--- src/rtl/core/assert_macros.svh ---
// Assertion helpers shared by the deframer RTL.
`ifndef ASSERT_MACROS_SVH
`define ASSERT_MACROS_SVH

// Clocked assertion, masked while reset is asserted.
`define LDF_ASSERT(label, prop, msg) \
  label: assert property (@(posedge clk) disable iff (!rst_n) prop) else $error(msg);

// Clocked assertion that also holds during reset.
`define LDF_ASSERT_ALWAYS(label, prop, msg) \
  label: assert property (@(posedge clk) prop) else $error(msg);

`endif

--- src/rtl/core/ldf_pkg.sv ---
package ldf_pkg;

  // Receive buffer capacity in bytes.
  localparam int BUF_SIZE = 4096;
  // Occupancy counter width: must hold BUF_SIZE itself.
  localparam int HELD_W   = $clog2(BUF_SIZE + 1);
  // Reported fill level width (fixed by the port).
  localparam int FILL_W   = 13;
  // Byte queue between front and back.
  localparam int Q_DEPTH  = 2;
  localparam int Q_PTR_W  = $clog2(Q_DEPTH);
  localparam int Q_CNT_W  = $clog2(Q_DEPTH + 1);
  // Header length in bytes, minus one (last header byte index).
  localparam int HDR_LAST = 3;

  // Head of the byte queue as seen by the back end.
  typedef struct packed {
    logic       vld;
    logic [7:0] data;
  } ldf_byte_t;

endpackage

--- src/rtl/core/ldf_rx_queue.sv ---
`include "assert_macros.svh"

module ldf_rx_queue
  import ldf_pkg::*;
(
  input  logic       clk,
  input  logic       rst_n,
  input  logic       in_valid,
  output logic       in_ready,
  input  logic [7:0] in_rx_byte,
  output ldf_byte_t  head,
  input  logic       pop
);

  logic [7:0]         mem_r [Q_DEPTH];
  logic [Q_PTR_W-1:0] wr_ptr_r, wr_ptr_nxt;
  logic [Q_PTR_W-1:0] rd_ptr_r, rd_ptr_nxt;
  logic [Q_CNT_W-1:0] cnt_r, cnt_nxt;
  logic               push;
  logic               do_pop;

  assign in_ready  = (cnt_r != Q_CNT_W'(Q_DEPTH));
  assign push      = in_valid && in_ready;
  assign head.vld  = (cnt_r != '0);
  assign head.data = mem_r[rd_ptr_r];
  assign do_pop    = pop && head.vld;

  always_comb begin
    wr_ptr_nxt = wr_ptr_r;
    rd_ptr_nxt = rd_ptr_r;
    cnt_nxt    = cnt_r;
    if (push) begin
      wr_ptr_nxt = (wr_ptr_r == Q_PTR_W'(Q_DEPTH - 1)) ? '0 : wr_ptr_r + 1'b1;
    end
    if (do_pop) begin
      rd_ptr_nxt = (rd_ptr_r == Q_PTR_W'(Q_DEPTH - 1)) ? '0 : rd_ptr_r + 1'b1;
    end
    if (push && !do_pop) begin
      cnt_nxt = cnt_r + 1'b1;
    end else if (!push && do_pop) begin
      cnt_nxt = cnt_r - 1'b1;
    end
  end

  always_ff @(posedge clk) begin
    if (!rst_n) begin
      wr_ptr_r <= '0;
      rd_ptr_r <= '0;
      cnt_r    <= '0;
    end else begin
      wr_ptr_r <= wr_ptr_nxt;
      rd_ptr_r <= rd_ptr_nxt;
      cnt_r    <= cnt_nxt;
    end
  end

  always_ff @(posedge clk) begin
    if (push) begin
      mem_r[wr_ptr_r] <= in_rx_byte;
    end
  end

  `LDF_ASSERT(a_q_cnt_bound, (cnt_r <= Q_CNT_W'(Q_DEPTH)), "queue count over depth")
  `LDF_ASSERT(a_q_ptr_gap, ((cnt_r == '0) || (cnt_r == Q_CNT_W'(Q_DEPTH))) |-> (wr_ptr_r == rd_ptr_r), "queue pointers disagree with count")

endmodule

--- src/rtl/core/ldf_engine.sv ---
`include "assert_macros.svh"

module ldf_engine
  import ldf_pkg::*;
(
  input  logic              clk,
  input  logic              rst_n,
  input  ldf_byte_t         head,
  output logic              pop,
  output logic              out_valid,
  input  logic              out_ready,
  output logic              out_accepted,
  output logic              out_message_done,
  output logic [31:0]       out_message_length,
  output logic [31:0]       out_request_type,
  output logic [FILL_W-1:0] out_fill_level
);

  // Deframer state
  logic [HELD_W-1:0] held_r, held_nxt;
  logic [1:0]        hdr_cnt_r, hdr_cnt_nxt;
  logic [31:0]       hdr_sh_r, hdr_sh_nxt;
  logic              known_r, known_nxt;
  logic [31:0]       plen_r, plen_nxt;
  logic [HELD_W-1:0] pseen_r, pseen_nxt;
  logic [31:0]       tsh_r, tsh_nxt;

  // Result register
  logic              out_valid_r;
  logic              acc_r, acc_nxt;
  logic              done_r, done_nxt;
  logic [31:0]       mlen_r, mlen_nxt;
  logic [31:0]       rtype_r, rtype_nxt;
  logic [HELD_W-1:0] held_inc;
  logic [HELD_W-1:0] seen_inc;

  assign pop      = head.vld && (!out_valid_r || out_ready);
  assign held_inc = held_r + 1'b1;
  assign seen_inc = pseen_r + 1'b1;

  always_comb begin
    held_nxt    = held_r;
    hdr_cnt_nxt = hdr_cnt_r;
    hdr_sh_nxt  = hdr_sh_r;
    known_nxt   = known_r;
    plen_nxt    = plen_r;
    pseen_nxt   = pseen_r;
    tsh_nxt     = tsh_r;
    acc_nxt     = 1'b0;
    done_nxt    = 1'b0;
    mlen_nxt    = '0;
    rtype_nxt   = '0;
    if (held_r < HELD_W'(BUF_SIZE)) begin
      acc_nxt  = 1'b1;
      held_nxt = held_inc;
      if (!known_r) begin
        hdr_sh_nxt  = {hdr_sh_r[23:0], head.data};
        hdr_cnt_nxt = hdr_cnt_r + 1'b1;
        if (hdr_cnt_r == 2'(HDR_LAST)) begin
          // header complete: free its four bytes
          held_nxt   = held_r - HELD_W'(HDR_LAST);
          plen_nxt   = {hdr_sh_r[23:0], head.data};
          hdr_sh_nxt = '0;
          pseen_nxt  = '0;
          tsh_nxt    = '0;
          if (plen_nxt == '0) begin
            done_nxt = 1'b1;
          end else begin
            known_nxt = 1'b1;
          end
        end
      end else begin
        pseen_nxt = seen_inc;
        if (pseen_r < HELD_W'(4)) begin
          tsh_nxt = {tsh_r[23:0], head.data};
        end
        if ({{(32-HELD_W){1'b0}}, seen_inc} == plen_r) begin
          done_nxt = 1'b1;
          mlen_nxt = plen_r;
          // short payload: left-align the bytes that exist
          case (seen_inc)
            HELD_W'(1): rtype_nxt = {tsh_nxt[7:0], 24'h0};
            HELD_W'(2): rtype_nxt = {tsh_nxt[15:0], 16'h0};
            HELD_W'(3): rtype_nxt = {tsh_nxt[23:0], 8'h0};
            default:    rtype_nxt = tsh_nxt;
          endcase
          held_nxt  = held_inc - plen_r[HELD_W-1:0];
          known_nxt = 1'b0;
          pseen_nxt = '0;
          tsh_nxt   = '0;
        end
      end
    end
  end

  always_ff @(posedge clk) begin
    if (!rst_n) begin
      held_r      <= '0;
      hdr_cnt_r   <= '0;
      hdr_sh_r    <= '0;
      known_r     <= 1'b0;
      plen_r      <= '0;
      pseen_r     <= '0;
      tsh_r       <= '0;
      out_valid_r <= 1'b0;
    end else begin
      if (pop) begin
        held_r    <= held_nxt;
        hdr_cnt_r <= hdr_cnt_nxt;
        hdr_sh_r  <= hdr_sh_nxt;
        known_r   <= known_nxt;
        plen_r    <= plen_nxt;
        pseen_r   <= pseen_nxt;
        tsh_r     <= tsh_nxt;
      end
      if (pop) begin
        out_valid_r <= 1'b1;
      end else if (out_ready) begin
        out_valid_r <= 1'b0;
      end
    end
  end

  always_ff @(posedge clk) begin
    if (pop) begin
      acc_r   <= acc_nxt;
      done_r  <= done_nxt;
      mlen_r  <= mlen_nxt;
      rtype_r <= rtype_nxt;
    end
  end

  assign out_valid          = out_valid_r;
  assign out_accepted       = acc_r;
  assign out_message_done   = done_r;
  assign out_message_length = mlen_r;
  assign out_request_type   = rtype_r;
  assign out_fill_level     = FILL_W'(held_r);

  `LDF_ASSERT(a_held_bound, (held_r <= HELD_W'(BUF_SIZE)), "buffer occupancy over capacity")
  `LDF_ASSERT(a_done_needs_acc, (out_valid_r && out_message_done) |-> out_accepted, "message completed by a dropped byte")
  `LDF_ASSERT(a_pseen_in_frame, (!known_r) |-> (pseen_r == '0), "payload count outside a frame")
  `LDF_ASSERT(a_result_held, (out_valid_r && !out_ready) |=> (out_valid_r && $stable(done_r) && $stable(mlen_r)), "stalled result changed")

endmodule

--- src/rtl/core/length_prefixed_message_deframer_top.sv ---
// Channel   Ports                                        Direction
// --------  -------------------------------------------  ---------
// input     in_valid, in_ready, in_rx_byte               into block
// result    out_valid, out_ready, out_accepted,          out of block
//           out_message_done, out_message_length,
//           out_request_type, out_fill_level
//
// One result per transfer on the input channel; sustained rate is one byte per
// clock while out_ready is high; the back end updates its state on every byte taken.
// out_valid follows the input transfer through the queue, then the result register.
// Synchronous active-low reset clears the queue, the deframer state and result valid.
// A stalled result channel backs up into the two-entry byte queue; in_ready drops
// only when that queue is full.
module length_prefixed_message_deframer_top
  import ldf_pkg::*;
(
  input  logic              clk,
  input  logic              rst_n,
  // input channel
  input  logic              in_valid,
  output logic              in_ready,
  input  logic [7:0]        in_rx_byte,
  // result channel
  output logic              out_valid,
  input  logic              out_ready,
  output logic              out_accepted,
  output logic              out_message_done,
  output logic [31:0]       out_message_length,
  output logic [31:0]       out_request_type,
  output logic [FILL_W-1:0] out_fill_level
);

  ldf_byte_t head;   // oldest queued byte
  logic      pop;    // back end takes head this cycle

  // Front: registered byte queue, decouples input transfers from result stalls.
  ldf_rx_queue u_queue (
    .clk        (clk),
    .rst_n      (rst_n),
    .in_valid   (in_valid),
    .in_ready   (in_ready),
    .in_rx_byte (in_rx_byte),
    .head       (head),
    .pop        (pop)
  );

  // Back: header assembly, payload counting, occupancy and result register.
  ldf_engine u_engine (
    .clk                (clk),
    .rst_n              (rst_n),
    .head               (head),
    .pop                (pop),
    .out_valid          (out_valid),
    .out_ready          (out_ready),
    .out_accepted       (out_accepted),
    .out_message_done   (out_message_done),
    .out_message_length (out_message_length),
    .out_request_type   (out_request_type),
    .out_fill_level     (out_fill_level)
  );

endmodule

--- config.mk ---
export PLATFORM = sky130hd
export DESIGN_NAME = length_prefixed_message_deframer_top
export DESIGN_NICKNAME = d
export VERILOG_FILES = /design/src/rtl/core/ldf_pkg.sv /design/src/rtl/core/ldf_rx_queue.sv /design/src/rtl/core/ldf_engine.sv /design/src/rtl/core/length_prefixed_message_deframer_top.sv
export VERILOG_INCLUDE_DIRS = /design/src /design/src/rtl/core
export SDC_FILE = /design/constraint.sdc
export NUM_CORES = 1
export LEC_CHECK = 0
export BUFFER_PORTS_ARGS = -buffer_cell sky130_fd_sc_hd__buf_4
export CORE_AREA = 2 2 151 190
export CTS_CLUSTER_DIAMETER = 120
export DETAILED_ROUTE_END_ITERATION = 8
export DIE_AREA = 0 0 153 192
export GPL_TIMING_DRIVEN = 0
export SYNTH_ARGS = -nofsm -noshare
export SYNTH_HDL_FRONTEND = slang
export SYNTH_SLANG_ARGS = --single-unit
--- constraint.sdc ---
create_clock -name clk -period 10.35 [get_ports clk]
set_input_delay 1.035 -clock clk [delete_from_list [all_inputs] [get_ports clk]]
set_output_delay 1.035 -clock clk [all_outputs]
set_load 0.05 [all_outputs]
==> Word-level counts from Yosys, hierarchy flattened <==
Memory sizes are Yosys's and may differ from the RTL's. A register that Yosys moved wholly into a read port is not among the register bits.
Cells that the tools add are included.
{ "classes": {"n_addsub": 9, "n_lt_le_gt_ge": 2, "n_eq_ne": 6, "muxes": 31, "bitwise": 1, "reduce_logical": 19} }
{ "ops": {"columns": ["cell", "n"], "rows": [
  ["32-bit two-way mux", 4],
  ["32-bit case mux with 3 select lines", 1],
  ["13-bit two-way mux", 6],
  ["13-bit by 32-bit equality test with 1-bit output", 1],
  ["32-bit logical NOT", 1],
  ["13-bit by 1-bit adder with 13-bit output, second input constant", 2],
  ["13-bit by 2-bit equality test with 1-bit output, second input constant", 2],
  ["24-bit two-way mux", 1],
  ["1-bit two-way mux", 17],
  ["13-bit by 1-bit equality test with 1-bit output, second input constant", 1],
  ["13-bit < comparator, second input constant", 1],
  ["13-bit by 3-bit < comparator with 1-bit output, second input constant", 1],
  ["13-bit subtractor", 1],
  ["13-bit by 2-bit subtractor with 13-bit output, second input constant", 1],
  ["3-bit AND reduction", 3],
  ["2-bit nonzero test", 4],
  ["1-bit logical AND", 5],
  ["2-bit by 1-bit adder with 2-bit output, second input constant", 2],
  ["2-bit two-way mux", 2],
  ["4-bit AND reduction", 1],
  ["1-bit logical NOT", 3],
  ["1-bit adder, second input constant", 2],
  ["2-bit equality test, second input constant", 1],
  ["2-bit inequality test, second input constant", 1],
  ["other kinds (4)", 4]
]} }
{ "word_totals": {"register_bits": 188, "ram_bits": 16, "input_bits": 12, "output_inout_bits": 81, "wordCells": 84, "mem_count": 1} }
{ "memory_table": {"columns": ["name", "words", "word_bits", "read_ports", "rd_ports_with_merged_regs", "wr", "line", "rtl"], "rows": [
  ["u_queue.mem_r", 2, 8, 1, 1, 1, "ldf_rx_queue.sv:15", "logic [7:0] mem_r [Q_DEPTH];"]
]} }

==> Logic depth before layout (Yosys ltp) <==
{ "depth": {"depth_word": 7, "mapped_depth": 14, "depth_no_buf": 14} }

==> Cells and area by module <==
A second synthesis with hierarchy kept.
{ "unflattened": {"hier_cells": 1101, "area_unflattened_um2": 10316.1} }
{ "modules_own_cells": {"columns": ["module", "n_inst", "cells_per_inst", "area_each_um2", "seq_area_each_um2"], "rows": [
  ["ldf_engine", 1, 1051, 9506.6, 4344.2],
  ["ldf_rx_queue", 1, 50, 809.5, 580.6]
]} }

==> Worst setup path before layout <==
OpenSTA, ideal clock, no wires.
{ "synth_timing": {"path_kind": "input to register", "start": "input port out_ready", "end": "register u_engine.plen_r[7]", "setup_time_ps": 86, "t_arrival_ps": 3883, "required_time_ps": 10264, "slack_ps": 6381, "path_stages": 9, "n_path_buf": 2, "cell_sequence": "nor2b_1 > or2_2 > clkbuf_1 > inv_1 > nand2_1 > nor2_1 > clkbuf_1 > nor2_1 > a211oi_1"} }
{ "synth_between": {"elab_chain_cells": 3} }
{ "synth_lines": {"columns": ["element", "line", "rtl"], "rows": [
  ["start: declaration", "length_prefixed_message_deframer_top.sv:25", "input logic out_ready,"],
  ["1-bit logical OR", "ldf_engine.sv:37", "assign pop = head.vld && (!out_valid_r || out_ready);"],
  ["1-bit logical AND", "ldf_engine.sv:37", null],
  ["via pop", "length_prefixed_message_deframer_top.sv:34", "logic pop;"],
  ["4-bit AND reduction (no line)", null, null],
  ["end signal: assignment", "ldf_engine.sv:112", "plen_r <= plen_nxt;"],
  ["end: declaration", "ldf_engine.sv:24", "logic [31:0] plen_r, plen_nxt;"]
]} }
The timed path passes the listed nets, and every way through them passes these cells.
A chain may end at the register's enable or synchronous reset.

==> Final worst setup path <==
{ "layout_timing": {"start": "register u_engine.pseen_r[0]", "end": "register u_engine.rtype_r[31] (netlist: u_engine.out_request_type[31]) (data pin)"} }
{ "layout_between": {"elab_chain_cells": 3, "word_cells_on_any_way": 9, "cone_classes": "add/sub: 1; order compare: 1; eq/ne: 4; mux: 2; reduce/logical: 1"} }
{ "layout_lines": {"columns": ["element", "line", "rtl"], "rows": [
  ["start: declaration", "ldf_engine.sv:25", "logic [HELD_W-1:0] pseen_r, pseen_nxt;"],
  ["start signal: assignment", "ldf_engine.sv:113", "pseen_r <= pseen_nxt;"],
  ["13-bit by 1-bit adder with 13-bit output / 13-bit by 3-bit < comparator with 1-bit output (equally long branches)", "ldf_engine.sv:39, ldf_engine.sv:74", null],
  ["13-bit by 2-bit equality test with 1-bit output (tied with other cells)", "ldf_engine.sv:81", "case (seen_inc)"],
  ["32-bit case mux with 3 select lines / 3-bit AND reduction (equally long branches)", null, null],
  ["end signal: assignment", "ldf_engine.sv:129", "rtype_r <= rtype_nxt;"],
  ["end: declaration", "ldf_engine.sv:33", "logic [31:0] rtype_r, rtype_nxt;"]
]} }
Parallel ways exist; a longest one is shown, timed or not.

==> run_results.csv <==
group,metric,value,unit
drt,drc,0,
global_route,grt_antenna_before_repair,0,
worst_setup_path,cpPeakStageDelay,0.67,ns
clock_network,insertion_delay,0.53,ns
global_route,grt_pass1_wl,46700,um
worst_setup_path,r2r_start,"u_engine.pseen_r[0]",
synth,synth.avg_cell_area,9.35,um^2
min_path,hp-class,"flop to flop",
drt,wl,30000,um
placement,dpl_cell_area,0.0115,mm^2
flow_run,maxCapViolations,0,
drt,drtPass1Iterations,7,
timing,fin_crit,4.19,ns
status,status,"finished clean",
clock_network,ctsResizeCount,0,
drt,wire_per_inst,18.6,um
synth,seq_area_frac_synth,47.8,%
clock_network,clkSinkCount,205,
timing,slew_violations,0,
synth,synth-warning-count,0,
clock_network,cts.path.max_buffers,3,
clock_network,cts_made_buffers,24,
global_route,grt_usage,19.8,%
floorplanning,num_rows,68,
timing,setup_viol,0,
timing,rsz0062_at_grt,"no",
final_layout,diodes,0,
floorplanning,die_h,192,um
clock_network,cts_hold_buf,0,
synth,postSynthCellCount,1103,
drt,vias,8953,
timing,fmax,239,MHz
clock_network,ctsRootBufferMaster,"clkbuf_16",
floorplanning,initial_core_util,37.5,%
placement,gp_routability_congestion,0.878,
timing,maxSlewHeadroom,32.0,%
placement,io_buffer_count,92,
power,leakage,4.45,nW
global_route,grt_overflow,0,
worst_setup_path,critPathKind,"flop to flop",
timing,setup_tns,0,ns
synth,async_flop_share,0,%
worst_setup_path,rr_worst_depth,11,
clock_network,clk_pin_slew_worst_paths,0.06,ns
final_layout,drive_above_1_share,14.7,%
placement,dp_hpwl,21600,um
clock_network,tritoncts,"yes",
floorplanning,coreArea,0.0275,mm^2
drt,first_iter_violations,617,
power,peakVddDrop,0.000217,V
worst_setup_path,cp.arrival,4.51,ns
global_route,grt_max_degree,70,
worst_setup_path,rr_endpoint,"u_engine.out_request_type[31]",
power,p_total,3.10,mW
drt,vias_per_cell,5.57,
synth,synthesis.area,0.0103,mm^2
synth,ys_types,74,
clock_network,htree_levels,1,
final_layout,fin_area,0.0123,mm^2
worst_setup_path,crit_path_end_kind,"flop",
floorplanning,ios,93,
worst_setup_path,critPathBufInv,2,
synth,synth_edf_count,82,
worst_setup_path,critPathTopFamily,"simple AND/OR/NAND/NOR gates",
floorplanning,die_area,0.0294,mm^2
floorplanning,dieWidth,153,um
final_layout,fin_nets,1271,
worst_setup_path,cp_cell_sequence,"ha_1 > buf_2 > nand4_2 > or4_1 > xor2_1 > nand4_4 > nor3_4 > or2_1 > buf_4 > a221oi_2 > a311oi_1",
clock_network,post_cts_buffers,0,
worst_setup_path,crit_slowest_cell,"or4_1",
worst_setup_path,cp_max_fo,10,
worst_setup_path,cp-endpoint,"u_engine.out_request_type[31]",
timing,worst_pin_slew,0.992,ns
worst_setup_path,path_depth,11,
final_layout,syn_to_final_growth,19.7,%
drt,ant_nets,0,
worst_setup_path,critPathLaunch,"u_engine.pseen_r[0]",
synth,ys_ff_latch,205,
timing,clock-skew-final,0.0156,ns
final_layout,final_util,44.9,%
global_route,grt_pass1_vias,8550,
worst_setup_path,crit_required,10.67,ns
worst_setup_path,crit_path_start_kind,"flop",
timing,final-hold-violation-count,0,
worst_setup_path,r2r_slack,6.16,ns
timing,fin_crit_sh,40.5,%
synth,synthFlopType,"dfxtp_1",
power,powerDensity,251,mW/mm^2
## power breakdown
part           leakage, nW  internal, mW  switching [mW]
sequential            1.79          1.03          0.0762
clock                0.408         0.535           0.352
combinational         2.25         0.318           0.789
## final cells by class
cell class / instances / area [um^2]
Tap cell: 350 / 438
Inverter: 29 / 111
Fill cell: 2711 / 15100
Clock buffer: 32 / 672
Sequential cell: 205 / 4920
Buffer: 78 / 332
Clock inverter: 12 / 156
Timing Repair Buffer: 92 / 691
Multi-Input combinational cell: 809 / 5010
## worst min-delay path by stage
stage | from | cells past startpoint | slack (ns) | end
after floorplan | u_engine.tsh_r[24] | 1 | 0.44 | u_engine.tsh_r[24]
after global placement | u_engine.plen_r[19] | 2 | 0.45 | u_engine.plen_r[19]
after detailed placement | u_engine.tsh_r[27] | 1 | 0.46 | u_engine.tsh_r[27]
after CTS | u_engine.plen_r[19] | 2 | 0.47 | u_engine.plen_r[19]
after global routing | u_engine.plen_r[23] | 2 | 0.49 | u_engine.plen_r[23]
final | u_engine.plen_r[19] | 2 | 0.47 | u_engine.plen_r[19]
## cell usage in the layout, fill, tap and decap left out, types with 11 or more instances in the layout
cell type and instances:
a211oi_1 11, edfxtp_1 82, a31oi_1 14, mux2i_1 20, buf_2 13, nor4_1 23
nor2_1 99, ha_1 19, a221oi_1 15, a21oi_1 97, nand2_1 139, a22oi_1 13
buf_4 96, a22o_1 34, conb_1 19, nand4_1 16, dfxtp_1 123, nor3b_1 21
o21ai_0 41, clkbuf_16 25, nand3_1 22, inv_1 27, clkbuf_1 61, xor2_1 21
nor3_1 24, xnor2_1 24
## metrics by stage
step | hold WS (ns) | std cells | setup WS (ns)
2_1_floorplan | 0.442 | 1121 | 6.38
3_3_place_gp | 0.454 | 1563 | 5.04
3_5_place_dp | 0.457 | 1563 | 6.30
4_1_cts | 0.469 | 1607 | 6.26
5_1_grt | 0.488 | 1607 | 5.98
6_report | 0.468 | 1607 | 6.16
## sequential cells by signal (all words and copies together), names as in the netlist, named ones only
signal	cells
u_engine.pseen_r	13
u_queue.cnt_r	2
u_engine.out_request_type	32
u_engine.known_r	1
u_queue.rd_ptr_r	1
u_queue.mem_r	16
u_engine.out_accepted	1
u_engine.hdr_sh_r	24
u_engine.tsh_r	32
u_queue.wr_ptr_r	1
u_engine.hdr_cnt_r	2
u_engine.out_fill_level	13
u_engine.out_message_done	1
u_engine.out_valid	1
u_engine.plen_r	32
u_engine.out_message_length	32
## synth_stat cells, types with 3 or more instances
master     instances  area [um^2]
a211oi_1          11         82.6
a211oi_2           7         87.6
a21o_1            10         75.1
a21oi_1           97          485
a221oi_1          15          131
a22o_1            34          298
a22oi_1           13         97.6
a311oi_1           3         26.3
a31oi_1           14         87.6
and2_1             6         37.5
and3_1             4         25.0
and4_1             3         26.3
buf_1              4         15.0
buf_2             13         65.1
buf_4              4         30.0
clkbuf_1          56          210
dfxtp_1          123         2460
edfxtp_1          82         2460
ha_1              19          238
inv_1             28          105
mux2_2             9          101
mux2i_1           20          200
nand2_1          139          522
nand2b_1           7         43.8
nand3_1           22          110
nand3b_1           4         30.0
nand4_1           16          100
nor2_1            99          372
nor2b_1            8         50.1
nor3_1            24          120
nor3b_1           21          158
nor4_1            23          144
o2111ai_1          4         35.0
o21a_1             7         52.6
o21ai_0           41          205
o21ai_1            4         20.0
o221ai_1           3         26.3
o22ai_1            4         25.0
o31ai_1            4         30.0
or3_1              9         56.3
or4_1              3         22.5
xnor2_1           24          210
xor2_1            21          184
## worst reg2reg max path, cell delays in order, from the launching register on
cell,delay [ns]
dfxtp_1,0.41
ha_1,0.18
buf_2,0.21
nand4_2,0.28
or4_1,0.67
xor2_1,0.54
nand4_4,0.33
nor3_4,0.51
or2_1,0.24
buf_4,0.21
a221oi_2,0.08
a311oi_1,0.32
## kinds of logic (layout without fill, tap and decap cells)
| logic type | count (synthesis) | in the layout | share of synthesized area [%] |
|---|---|---|---|
| AND/OR/NAND/NOR | 406 | 406 | 19.6 |
| AO/OA/AOI/OAI | 289 | 289 | 18.9 |
| flip-flops | 205 | 205 | 47.8 |
| buffers and inverters | 107 | 243 | 4.27 |
| XOR/XNOR | 46 | 46 | 4.05 |
| multiplexers | 29 | 29 | 2.93 |
| adder cells (fa/ha/maj) | 20 | 20 | 2.50 |
| other | 1 | 19 | 0.0364 |
## routing by layer
metal | track usage, % | part of all wire [%]
met1 | 24.1 | 41
met2 | 36.2 | 50
met3 | 2.37 | 5.8
met4 | 7.09 | 3.4
met5 | 0 | 0
(Power assumes the default switching activity.)
